## src/design/psola_pitch_shift_frame_unit_macros.svh

```systemverilog
// assertion helpers used by psola_back.sv
`ifndef PSOLA_PITCH_SHIFT_FRAME_UNIT_MACROS_SVH
`define PSOLA_PITCH_SHIFT_FRAME_UNIT_MACROS_SVH

// condition implies property in the same cycle
`define PSOLA_ASSERT_NOW(label, clk, rst, cond, prop) \
  label: assert property (@(posedge clk) disable iff (rst) (cond) |-> (prop)) \
    else $error("psola assertion failed");

// condition implies property in the next cycle
`define PSOLA_ASSERT_NEXT(label, clk, rst, cond, prop) \
  label: assert property (@(posedge clk) disable iff (rst) (cond) |=> (prop)) \
    else $error("psola assertion failed");

`endif

```

## src/design/psola_pkg.sv

```systemverilog
`default_nettype none
package psola_pkg;

  localparam int MaxFrame = 512;
  localparam int IdxW = 10;
  localparam int SampleW = 16;
  localparam int ForceWeight = 32767;
  localparam int RoundBias = 16384;
  localparam int QBits = 15;

  localparam logic [2:0] RegFrameLength = 3'd0;
  localparam logic [2:0] RegAnalysisPeriod = 3'd1;
  localparam logic [2:0] RegSynthesisPeriod = 3'd2;
  localparam logic [2:0] RegWindowSlope = 3'd3;

  typedef struct packed {
    logic signed [SampleW-1:0] sample;
    logic [IdxW-1:0] idx;
    logic last;
  } psola_item_t;

  typedef struct packed {
    logic [9:0] len;
    logic [8:0] ap;
    logic [9:0] sp;
    logic [16:0] slope;
  } psola_cfg_t;

  typedef enum logic [3:0] {
    ST_CLR, ST_IDLE, ST_RESP, ST_CHK, ST_RD, ST_WT, ST_MUL, ST_WR, ST_CRD, ST_CWR
  } psola_state_t;

endpackage
`default_nettype wire

```

## src/design/psola_front.sv

```systemverilog
`default_nettype none
module psola_front (
  input  wire logic clk,
  input  wire logic rst,
  input  wire logic in_valid,
  input  wire logic signed [15:0] in_sample,
  input  wire logic [9:0] len,
  input  wire logic q_full,
  input  wire logic hold,
  output logic in_stall,
  output logic push,
  output psola_pkg::psola_item_t item
);

  logic [9:0] count;
  logic last;

  assign last = ((11'(count) + 11'd1) >= 11'(len));
  assign in_stall = q_full | hold;
  assign push = in_valid & ~in_stall;

  always_comb begin
    item.sample = in_sample;
    item.idx = count;
    item.last = last;
  end

  always_ff @(posedge clk) begin
    if (rst) begin
      count <= '0;
    end else if (push) begin
      count <= last ? '0 : count + 10'd1;
    end
  end

endmodule
`default_nettype wire

```

## config.mk

```make
export PLATFORM = sky130hd
export DESIGN_NAME = psola_front
export DESIGN_NICKNAME = d
export VERILOG_FILES = /design/src/design/psola_pitch_shift_frame_unit_macros.svh /design/src/design/psola_pkg.sv /design/src/design/psola_front.sv
export SDC_FILE = /design/constraint.sdc
export NUM_CORES = 1
export LEC_CHECK = 0
export BUFFER_PORTS_ARGS = -buffer_cell sky130_fd_sc_hd__buf_2
export CAP_MARGIN = 20
export CORE_UTILIZATION = 44
export DETAILED_ROUTE_END_ITERATION = 7
export PLACE_DENSITY_LB_ADDON = 0.15
export REMOVE_ABC_BUFFERS = 1
export SYNTH_ARGS = -nofsm -noshare
export SYNTH_HDL_FRONTEND = slang
export SYNTH_SLANG_ARGS = --single-unit
```

## constraint.sdc

```tcl
create_clock -name clk -period 3.3 [get_ports clk]
set_clock_uncertainty 0.15 [all_clocks]
set_input_delay 0.33 -clock clk [delete_from_list [all_inputs] [get_ports clk]]
set_output_delay 0.33 -clock clk [all_outputs]
set_load 0.005 [all_outputs]
```

==> flow_summary_export.csv <==
group,metric,value,unit
status,outcome,"completed",
cells_and_area,largestRegisters,"count x10",
global_route,grt_pass1_wl,3912,µm
synth,netlist.area_leader.share,0.1893,
floorplan,ios,60,
timing,min_period,3.160,ns
critical_path,cp_cell_sequence,"ha_4, and4_4, nand4_1, xnor2_2, ha_1, a21o_1, a221oi_4, nand2_4, or2_2, buf_2",
cells_and_area,diodes,0,
drt,drt_wl_total,2572,µm
synth,ys.warnings.count,0,
timing,final.setup.tns,0,ns
placement,dp_hpwl,2007,µm
floorplan,floorplan.die_area,2603,µm²
critical_path,crit_slowest_cell,"dfxtp_4",
critical_path,critical_path_class,"flop to output port",
flow_run,maxCapViolations,0,
clock_network,cts_buffers,3,
timing,hold_violations,0,
clock_network,path_clk_slew,0.08,ns
floorplan,die_h,51.02,µm
critical_path,crit_path_end_kind,"output port",
timing,tightest_slew,0.5656,ns
cells_and_area,nets,187,
drt,first_iter_violations,15,
clock_network,cts_sinks,10,
floorplan,core,2233,µm²
clock_network,htree_levels,1,
synth,yosys.cell_types.count,35,
placement,portBuffers,27,
synth,synthesis.area,1057,µm²
global_route,groute.usage.overall,0.2139,
cells_and_area,seq_area,211.5,µm²
timing,setup_viol,0,
floorplan,initial_core_util,0.4734,
timing,grt_setup_unrepaired,"no",
synth,yosys-top-cells-area,"dfxtp_1 (19%), ha_1 (13%), buf_4 (12%)",
floorplan,rows,17,
power_and_ir_drop,ir_drop,0.1754,mV
critical_path,start_kind,"flop",
clock_network,cts_tree,"done",
global_route,antenna_found_initial,0,
synth,avgSynthCellArea,8.133,µm²
drt,route.detailed.drc,0,
timing,drv_slew,0,
critical_path,r2r_cells,10,
drt,ant_nets,0,
power_and_ir_drop,p_leak,0.5907,nW
synth,synth_edf_count,0,
cells_and_area,nFillCells,239,
cells_and_area,regMostFlops,"count",
synth,postSynthCellCount,130,
synth,ys.flop_type,"dfxtp_1",
global_route,grt_overflow_total,0,
drt,dr.pass1.iters,4,
power_and_ir_drop,power_density,239.1,nW/µm²
clock_network,clockRootBuffer,"clkbuf_4",
synth,yosysTopAreaCell,"dfxtp_1",
cells_and_area,final_area,1174,µm²
clock_network,clock_latency,0.28,ns
timing,max_slew_margin,0.6220,
drt,vias,927,
cells_and_area,multi_input_area,680.7,µm²
min_path,hold_path_class,"input port to flop",
critical_path,critPathRequiredTime,2.82,ns
cells_and_area,largest_register_ffs,10,
min_path,hold_depth,2,
cells_and_area,drive_gt1_frac,0.3403,
global_route,grt_max_degree,18,
cells_and_area,area_growth,11.01,%
drt,wl_per_cell,14.95,µm
placement,placed_cell_area,1099,µm²
synth,seq_area_frac_synth,0.1893,
critical_path,critPathArrivalTime,2.68,ns
synth,synthArstFlopShare,0,
timing,hold_ws,0.2450,ns
placement,gpl.final_weighted_congestion,0.8677,
drt,viasPerCell,5.390,
floorplan,die_w,51.02,µm
synth,ys_ff_latch,10,
critical_path,cpPeakStageDelay,0.38,ns
timing,fin_crit_sh,0.9575,
timing,max_freq,0.3165,GHz
clock_network,clock_path_buffers,2,
global_route,grt_pass1_vias,802,
critical_path,crit_fanout,5,
[through the flow]
| step | util | worst slack (ns) | total power (W) | instances |
|---|---|---|---|---|
| 6_report | 0.5255 | 0.1403 | 0.0002806 | 172 |
| 5_1_grt | 0.5255 | 0.01579 | 0.0002965 | 172 |
| 4_1_cts | 0.5098 | 0.001485 | 0.0002840 | 171 |
| 3_5_place_dp | 0.4919 | 0.2467 | 0.0001671 | 167 |
| 3_3_place_gp | 0.4919 | 0.3296 | 0.0001657 | 167 |
| 2_1_floorplan | - | 0.3965 | 0.0001490 | 109 |
[final cells by class]
cell class,instances,share of cell area
clock buffers,4,0.03092
flip-flops and latches,10,0.1802
inverters,12,0.03838
multi-input cells,87,0.5800
well taps,28,0.02985
repair buffers,31,0.1407
[metal layers]
layer | GRT usage | vias to the layer above | share of wire
met3 | 0.1429 | 5 | 0.11
met2 | 0.3048 | 41 | 0.45
met5 | 0.07143 | - | 0
met4 | 0.08333 | 0 | 0.016
met1 | 0.2437 | 412 | 0.42
li1 | - | 469 | -
[where the power goes]
group          switching, W  leakage, nW  internal [W]  total (W)
sequential       0.00000330       0.0837      0.000122   0.000125
clock             0.0000487       0.0210     0.0000672   0.000116
combinational     0.0000204        0.486     0.0000195  0.0000399
[cells in the mapped netlist (3+ instances only)]
library cell  instances
a21oi_1               3
buf_4                17
dfxtp_1              10
ha_1                 11
inv_1                12
nand2_1              13
nand3_1               6
nand3b_1              8
nand4_1               4
nor2_1                3
nor3_1                5
o31ai_1               6
xnor2_1               5
xor2_1                3
[final timing paths]
| kind | from | end | slack [ns] |
|---|---|---|---|
| setup / recovery | count[0]$_SDFFE_PP0P_ | item[0] | 0.14 |
| hold / removal | rst | count[4]$_SDFFE_PP0P_ | 0.25 |
| setup reg to reg | count[0]$_SDFFE_PP0P_ | count[1]$_SDFFE_PP0P_ | 0.61 |
| hold reg to reg | count[4]$_SDFFE_PP0P_ | count[4]$_SDFFE_PP0P_ | 0.38 |
[placed cells by master, fill, tap and decap left out, types with 2 or more instances in the layout]
master / count
o31ai_1: 6
nand4_1: 4
nand3_1: 6
xnor2_1: 4
clkbuf_4: 3
inv_1: 12
a21oi_1: 3
ha_1: 10
nor3_1: 5
or3_1: 2
nand2b_1: 2
nand3b_1: 8
buf_4: 4
xor2_1: 3
nor2_1: 3
dfxtp_1: 5
dfxtp_4: 2
nand2_1: 13
buf_2: 27
dfxtp_2: 3
[critical path: cells and delay by family (launching register included)]
| kind | cells | cell delay [ns] |
|---|---|---|
| flops | 1 | 0.38 |
| fa+ha+maj | 2 | 0.45 |
| compound gates | 2 | 0.53 |
| simple gates | 4 | 0.73 |
| buf+inv | 1 | 0.13 |
| xor+xnor | 1 | 0.18 |
[what timing repair did]
item,CTS,global route
gates resized for setup,2,8
pin swaps,0,1
endpoints found under the setup margin,1,1
hold buffers,0,0
buffers inserted,0,1
[cells by family after synthesis]
| kind of cell | after synthesis | synth area share |
|---|---|---|
| adder cells (fa/ha/maj) | 11 | 0.1302 |
| AND/OR/NAND/NOR | 51 | 0.2888 |
| AO/OA/AOI/OAI | 17 | 0.1396 |
| XOR/XNOR | 8 | 0.06627 |
| buffers and inverters | 33 | 0.1858 |
| flip-flops | 10 | 0.1893 |
Power figures use the tool's default switching activity.
