==> src/design/psola_pitch_shift_frame_unit_macros.svh <==
// assertion helpers used by psola_back.sv
`ifndef PSOLA_PITCH_SHIFT_FRAME_UNIT_MACROS_SVH
`define PSOLA_PITCH_SHIFT_FRAME_UNIT_MACROS_SVH

// condition implies property in the same cycle
`define PSOLA_ASSERT_NOW(label, clk, rst, cond, prop) \
  label: assert property (@(posedge clk) disable iff (rst) (cond) |-> (prop)) \
    else $error("psola assertion failed");

// condition implies property in the next cycle
`define PSOLA_ASSERT_NEXT(label, clk, rst, cond, prop) \
  label: assert property (@(posedge clk) disable iff (rst) (cond) |=> (prop)) \
    else $error("psola assertion failed");

`endif

==> src/design/psola_pkg.sv <==
`default_nettype none
package psola_pkg;

  localparam int MaxFrame = 512;
  localparam int IdxW = 10;
  localparam int SampleW = 16;
  localparam int ForceWeight = 32767;
  localparam int RoundBias = 16384;
  localparam int QBits = 15;

  localparam logic [2:0] RegFrameLength = 3'd0;
  localparam logic [2:0] RegAnalysisPeriod = 3'd1;
  localparam logic [2:0] RegSynthesisPeriod = 3'd2;
  localparam logic [2:0] RegWindowSlope = 3'd3;

  typedef struct packed {
    logic signed [SampleW-1:0] sample;
    logic [IdxW-1:0] idx;
    logic last;
  } psola_item_t;

  typedef struct packed {
    logic [9:0] len;
    logic [8:0] ap;
    logic [9:0] sp;
    logic [16:0] slope;
  } psola_cfg_t;

  typedef enum logic [3:0] {
    ST_CLR, ST_IDLE, ST_RESP, ST_CHK, ST_RD, ST_WT, ST_MUL, ST_WR, ST_CRD, ST_CWR
  } psola_state_t;

endpackage
`default_nettype wire

==> src/design/psola_queue.sv <==
`default_nettype none
module psola_queue (
  input  wire logic clk,
  input  wire logic rst,
  input  wire logic push,
  input  wire psola_pkg::psola_item_t din,
  input  wire logic pop,
  output logic full,
  output logic empty,
  output psola_pkg::psola_item_t dout
);

  psola_pkg::psola_item_t q [2];
  logic wp, rp;
  logic [1:0] cnt;

  assign full = (cnt == 2'd2);
  assign empty = (cnt == 2'd0);
  assign dout = q[rp];

  always_ff @(posedge clk) begin
    if (push) q[wp] <= din;
  end

  always_ff @(posedge clk) begin
    if (rst) begin
      wp <= 1'b0;
      rp <= 1'b0;
      cnt <= 2'd0;
    end else begin
      if (push) wp <= ~wp;
      if (pop) rp <= ~rp;
      cnt <= cnt + 2'(push) - 2'(pop);
    end
  end

endmodule
`default_nettype wire

==> config.mk <==
export PLATFORM = sky130hd
export DESIGN_NAME = psola_queue
export DESIGN_NICKNAME = d
export VERILOG_FILES = /design/src/design/psola_pitch_shift_frame_unit_macros.svh /design/src/design/psola_pkg.sv /design/src/design/psola_queue.sv
export SDC_FILE = /design/constraint.sdc
export NUM_CORES = 1
export LEC_CHECK = 0
export ABC_AREA = 1
export BUFFER_PORTS_ARGS = -buffer_cell sky130_fd_sc_hd__buf_2
export CORE_UTILIZATION = 51
export CTS_CLUSTER_DIAMETER = 60
export DETAILED_ROUTE_END_ITERATION = 10
export MAX_ROUTING_LAYER = met4
export PLACE_DENSITY_LB_ADDON = 0.08
export SKIP_LAST_GASP = 1
export SLEW_MARGIN = 20
export SYNTH_ARGS = -nofsm -noshare
export SYNTH_HDL_FRONTEND = slang
export SYNTH_SLANG_ARGS = --single-unit
==> constraint.sdc <==
create_clock -name clk -period 2.69 [get_ports clk]
set_input_delay 0.269 -clock clk [delete_from_list [all_inputs] [get_ports clk]]
set_output_delay 0.269 -clock clk [all_outputs]
set_load 0.1 [all_outputs]
==> summary.txt, run 1 <==
status = complete, no violations
number of setup buffers added after CTS = 0
sequential area share after synthesis = 75.6%
Net count, final = 218
multi-input logic area = 475 µm²
critical path capture point type = output pin
Synth area leaders = edfxtp_1, mux2_4, dfxtp_1, mux2_2, buf_12
First DRT Iteration DRCs = 67
final core utilization = 68.0%
number of buffers and inverters on the critical path = 2
Post-Synthesis Cells = 115
commonest cells in the synthesized netlist = edfxtp_1, mux2_4, inv_1, nor2_1, mux2_2
Starting Density = 54.9%
maximum VDD drop = 0.000571 V
Final Wtd Congestion = 0.651
count leader, synth = edfxtp_1
area of the die = 4730 µm²
Pwr per Cell Area = 880 nW/µm²
number of global-route vias before repair = 1212
fin cells = 240
WL/cell = 14.5 µm
worst path cell trace = buf_4, mux2_4, buf_2
filler instances = 308
root buffer cell = clkbuf_8
Vias/cell = 4.98
Resize count post-CTS = 0
initial antenna violation count = 0
Worst Path Required = 2.42 ns
Max Cap Viol = 0
minimum clock period = 2.19 ns
Via Count = 1195
DR pass1 iterations = 4
Slew @ Worst Pin = 0.653 ns
post-route ant nets = 0
Mapped Area = 2280 µm²
Final Cell Area = 2820 µm²
min-delay worst type = in -> reg
Post-synth EDFFs = 54
WS Path Type = reg -> out
row count = 23
io pins = 60
Leak = 1.17 nW
CTS clk-pin slew, worst paths = 0.06 ns
fin crit share = 81.2%
grt ovf = 0
cell count after placement = 224
crit-path max FO = 18
Finish-stage setup viols = 0
Crit path max-delay family = flip-flops
DP Wirelength = 2.43 mm
Yosys reg bits = 59
Post-Route WL = 3.48 mm
Hold Buf Count CTS = 0
area post-placement = 2610 µm²
ratio of cells with drive above 1 in the final layout = 55.8%
Slowest-stage cell, CP = dfxtp_2
Area Growth Syn to Fin = 23.7%
Die Span X = 68.8 µm
clock buffer depth = 2
Worst EP arrival = 1.92 ns
Top FF cell, synth = edfxtp_1
unrepaired setup endpoints after global routing = no
Yosys top cell by area = edfxtp_1
Core Area = 4140 µm²
max-slew violations = 0
Sinks on Clock Net = 59
setup tns final = 0 ns
n_diodes = 0
worst skew pair latency = 0.32 ns
Fmax achieved = 0.458 GHz
port bufs = 59
crit start category = flip-flop
clock skew = 0.00163 ns
Die H = 68.8 µm
DRC = 0
Post-Syn Nets = 148
register area = 1720 µm²
first-pass GRT wire length = 5.32 mm
Rel. slew slack = 56.4%
CTS tree = yes
ys async rst share = 0%
total CTS buffers = 9
Worst path max stage delay = 0.65 ns
Syn Area/Cell = 19.8 µm²
final hold vios = 0
synth warn = 0
gr usage total = 17.6%
htree depth = 3
largest net degree at the start of global routing = 19
Yosys top cell area share = 71.2%
Yosys cell types = 14
[worst paths after layout]
path         startpoint       end  slack, ns  depth (start not counted)
min              din[5]   q[1][5]       0.13                          1
max           flip-flop  dout[14]       0.50                          3
max reg2reg          wp   q[0][9]       1.16                          2
min reg2reg          rp        rp       0.53                          2
[per-layer routing]
metal,GRT usage (%),wire length [µm],vias to the layer above
li1,-,-,567
met1,17.8,1360,570
met2,27.9,1790,51
met3,7.57,269,7
met4,11.5,63,0
met5,-,0,-
[metrics by stage]
stage | total power [mW] | setup WS (ns) | hold slack (ns)
CTS | 2.50 | 0.449 | 0.111
floorplan | 1.59 | 0.790 | 0.340
finish | 2.48 | 0.505 | 0.130
global route | 2.57 | 0.399 | 0.109
global placement | 1.66 | 0.843 | 0.457
detailed placement | 1.67 | 0.815 | 0.462
[cell usage in the layout, fill, tap and decap left out]
| cell | Yosys | routed |
|---|---|---|
| bufinv_16 | 0 | 2 |
| nand3_1 | 1 | 1 |
| clkbuf_8 | 0 | 9 |
| edfxtp_1 | 54 | 54 |
| clkinv_2 | 0 | 4 |
| ha_1 | 2 | 2 |
| dfxtp_2 | 0 | 1 |
| mux2_2 | 7 | 7 |
| mux2_4 | 20 | 20 |
| dfxtp_1 | 5 | 4 |
| buf_2 | 0 | 59 |
| clkbuf_1 | 0 | 1 |
| xnor2_1 | 1 | 1 |
| nor3_1 | 1 | 1 |
| a21oi_1 | 1 | 1 |
| buf_4 | 0 | 3 |
| nor2_2 | 0 | 1 |
| nand2_1 | 4 | 4 |
| nor2_1 | 8 | 7 |
| inv_1 | 8 | 8 |
[cell type report]
class                           instances  area share [%]
Tap cell                               50            2.22
Inverter                                8            1.07
Clock buffer                           10            4.53
Clock inverter                          6            2.84
Timing Repair Buffer                   62            11.3
Multi-Input combinational cell         45            16.9
Sequential cell                        59            61.2
[cells by family after synthesis]
group	after synthesis	synth area share [%]
DFF	59	75.6
muxes	27	16.7
and+or+nand+nor	14	2.42
buffers and inverters	11	3.57
adders and majority gates	2	1.10
AOI/OAI and AO/OA	1	0.220
xor gates and xnor gates	1	0.385
[state kept, by name, indices dropped and copies added, names as in the netlist, named ones only]
signal / count
q: 54
cnt: 2
rp: 1
wp: 1
[power breakdown]
group          internal [mW]  switching, mW
combinational          0.124          0.436
clock                  0.515          0.316
sequential              1.06         0.0272
total                   1.70          0.780
Note: power is estimated with default switching activity, not from simulation.
==> inputs of run 2 (changes only) <==
CORE_UTILIZATION = 46   (was 51)
clock period = 1.9 ns   (was 2.69 ns; I/O delays follow)
==> run 2 against run 1 <==
  * Count of clock-buffer cells in the layout increased by 6
  * Sequential power increased by 40%
  * Cell count increased by 7.9%
  * Critical path depth unchanged
  * Combinational power increased by 84%
  * Non-clock buffer count increased by 2
  * Register-to-register slack got worse by 0.57 ns
  * Clock skew increased by 0.0072 ns
  * Hold slack got worse by 0.079 ns
  * Worst setup slack got worse by 0.37 ns
==> summary.txt, run 2 (synthesis results as in run 1) <==
WL/cell = 14.0 µm (-3.6%)
io pins = 60 (unchanged)
multi-input logic area = 475 µm² (unchanged)
Via Count = 1182 (-1.1%)
Net count, final = 220 (+0.92%)
total CTS buffers = 9 (unchanged)
Worst path max stage delay = 0.49 ns (-0.16 ns)
Tot Pwr = 3.50 mW (+41%)
DR pass1 iterations = 4 (unchanged)
DP Wirelength = 2.56 mm (+5.1%)
dpl ws = 0.466 ns (-0.349 ns)
number of setup buffers added after CTS = 0 (unchanged)
Slowest-stage cell, CP = dfxtp_2
fin cells = 259 (+7.9%)
setup tns final = 0 ns (unchanged)
Leak = 1.30 nW (+11%)
Vias/cell = 4.56 (-8.3%)
Final WS setup = 0.132 ns (-0.373 ns)
crit start category = flip-flop
post-route ant nets = 0 (unchanged)
Die H = 72.3 µm (+5.1%)
unrepaired setup endpoints after global routing = no
clock skew = 0.00887 ns (+0.00724 ns)
status = complete, no violations
Largest register FFs = 54 (unchanged)
WHS = 0.0506 ns (-0.0791 ns)
Max Cap Viol = 0 (unchanged)
number of global-route vias before repair = 1285 (+6.0%)
critical path capture point type = output pin
Clock Power Share = 26.7% (-6.8 points)
crit-path max FO = 14 (-4)
gr usage total = 16.4% (-1.2 points)
Final Wtd Congestion = 0.692 (+6.3%)
filler instances = 348 (+13%)
first-pass GRT wire length = 5.86 mm (+10%)
Rel. slew slack = 67.9% (+11 points)
CTS tree = yes
Starting Density = 47.9% (-7.1 points)
Final Cell Area = 3220 µm² (+14%)
Finish-stage setup viols = 0 (unchanged)
worst skew pair latency = 0.33 ns (about the same)
power share of the combinational group = 29.6% (+7.0 points)
commonest non-fill, non-tap cell in the layout = edfxtp_1
Sinks on Clock Net = 59 (unchanged)
port bufs = 59 (unchanged)
area of the die = 5230 µm² (+11%)
Biggest register = q
maximum VDD drop = 0.000679 V (+19%)
CTS clk-pin slew, worst paths = 0.06 ns (about the same)
biggest regs = q: 54 flops, cnt: 2 flops
Hold Buf Count CTS = 0 (unchanged)
DRC = 0 (unchanged)
ratio of cells with drive above 1 in the final layout = 53.6% (-2.1 points)
Top cell by count, worst path = buf_12
Worst Path Required = 1.71 ns (-0.71 ns)
fin crit share = 93.1%
Die Span X = 72.3 µm (+5.1%)
sw frac = 31.9% (+0.41 points)
register area = 1720 µm² (unchanged)
WS Path Type = reg -> out
worst path cell trace = buf_12, mux2_2, buf_12
Fmax achieved = 0.566 GHz
final hold vios = 0 (unchanged)
area post-placement = 3060 µm² (+17%)
row count = 25 (+8.7%)
Crit path max-delay family = flip-flops
Slew @ Worst Pin = 0.486 ns (-0.168 ns)
Net Switching = 1.12 mW (+43%)
largest net degree at the start of global routing = 29 (+10)
most frequent cells in the layout = edfxtp_1, buf_2, buf_12
Core Area = 4750 µm² (+15%)
initial antenna violation count = 0 (unchanged)
part of the power in registers = 43.8% (about the same)
grt ovf = 0 (unchanged)
First DRT Iteration DRCs = 26 (-61%)
min-delay worst type = in -> reg
cell count after placement = 243 (+8.5%)
Pint = 2.38 mW (+40%)
number of buffers and inverters on the critical path = 2 (unchanged)
htree depth = 3 (unchanged)
Area Growth Syn to Fin = 41.6%
minimum clock period = 1.77 ns
Worst EP arrival = 1.58 ns (-0.34 ns)
n_diodes = 0 (unchanged)
clock buffer depth = 2 (unchanged)
max-slew violations = 0 (unchanged)
final core utilization = 67.8% (-0.18 points)
Pwr per Cell Area = 1090 nW/µm² (+23%)
root buffer cell = clkbuf_8
Resize count post-CTS = 0 (unchanged)
Post-Route WL = 3.62 mm (+4.0%)
run 2: cell types whose count changed in the layout (fill, tap and decap cells not counted):
cell	before	now
clkbuf_8	9	10
clkinv_2	4	0
buf_12	0	28
clkbuf_1	1	6
buf_2	59	32
bufinv_16	2	0
buf_4	3	4
run 2: final cells by class:
class,count,share of cell area (%)
sequential,59,53.5
multi-input combinational,45,14.8
timing repair buffer,64,23.3
inverter,8,0.932
tap,67,2.60
clock buffer,16,4.97
run 2: metal layers:
metal  share of wire, %  GRT usage, %  up-vias
li1                   -             -      572
met1                 41          18.8      559
met2                 51          25.0       42
met3                6.3          7.78        9
met4                1.9          6.54        0
met5                  0             -        -
run 2: final timing paths:
path,start,endpoint,slack [ns],cells after the start
worst min-delay path,din[1],q[1][1],0.05,1
worst min register to register,rp,rp,0.53,2
worst max-delay path,flip-flop,dout[5],0.13,3
worst max register to register,cnt[0],cnt[1],0.59,8
run 2: power groups by stage:
stage	Clock, mW	Combinational, mW	Sequential, mW
3_3_place_gp	0	1.03	1.55
3_5_place_dp	0	1.04	1.56
2_1_floorplan	0	0.712	1.54
5_1_grt	1.02	1.07	1.54
4_1_cts	0.958	1.04	1.53
6_report	0.933	1.03	1.53
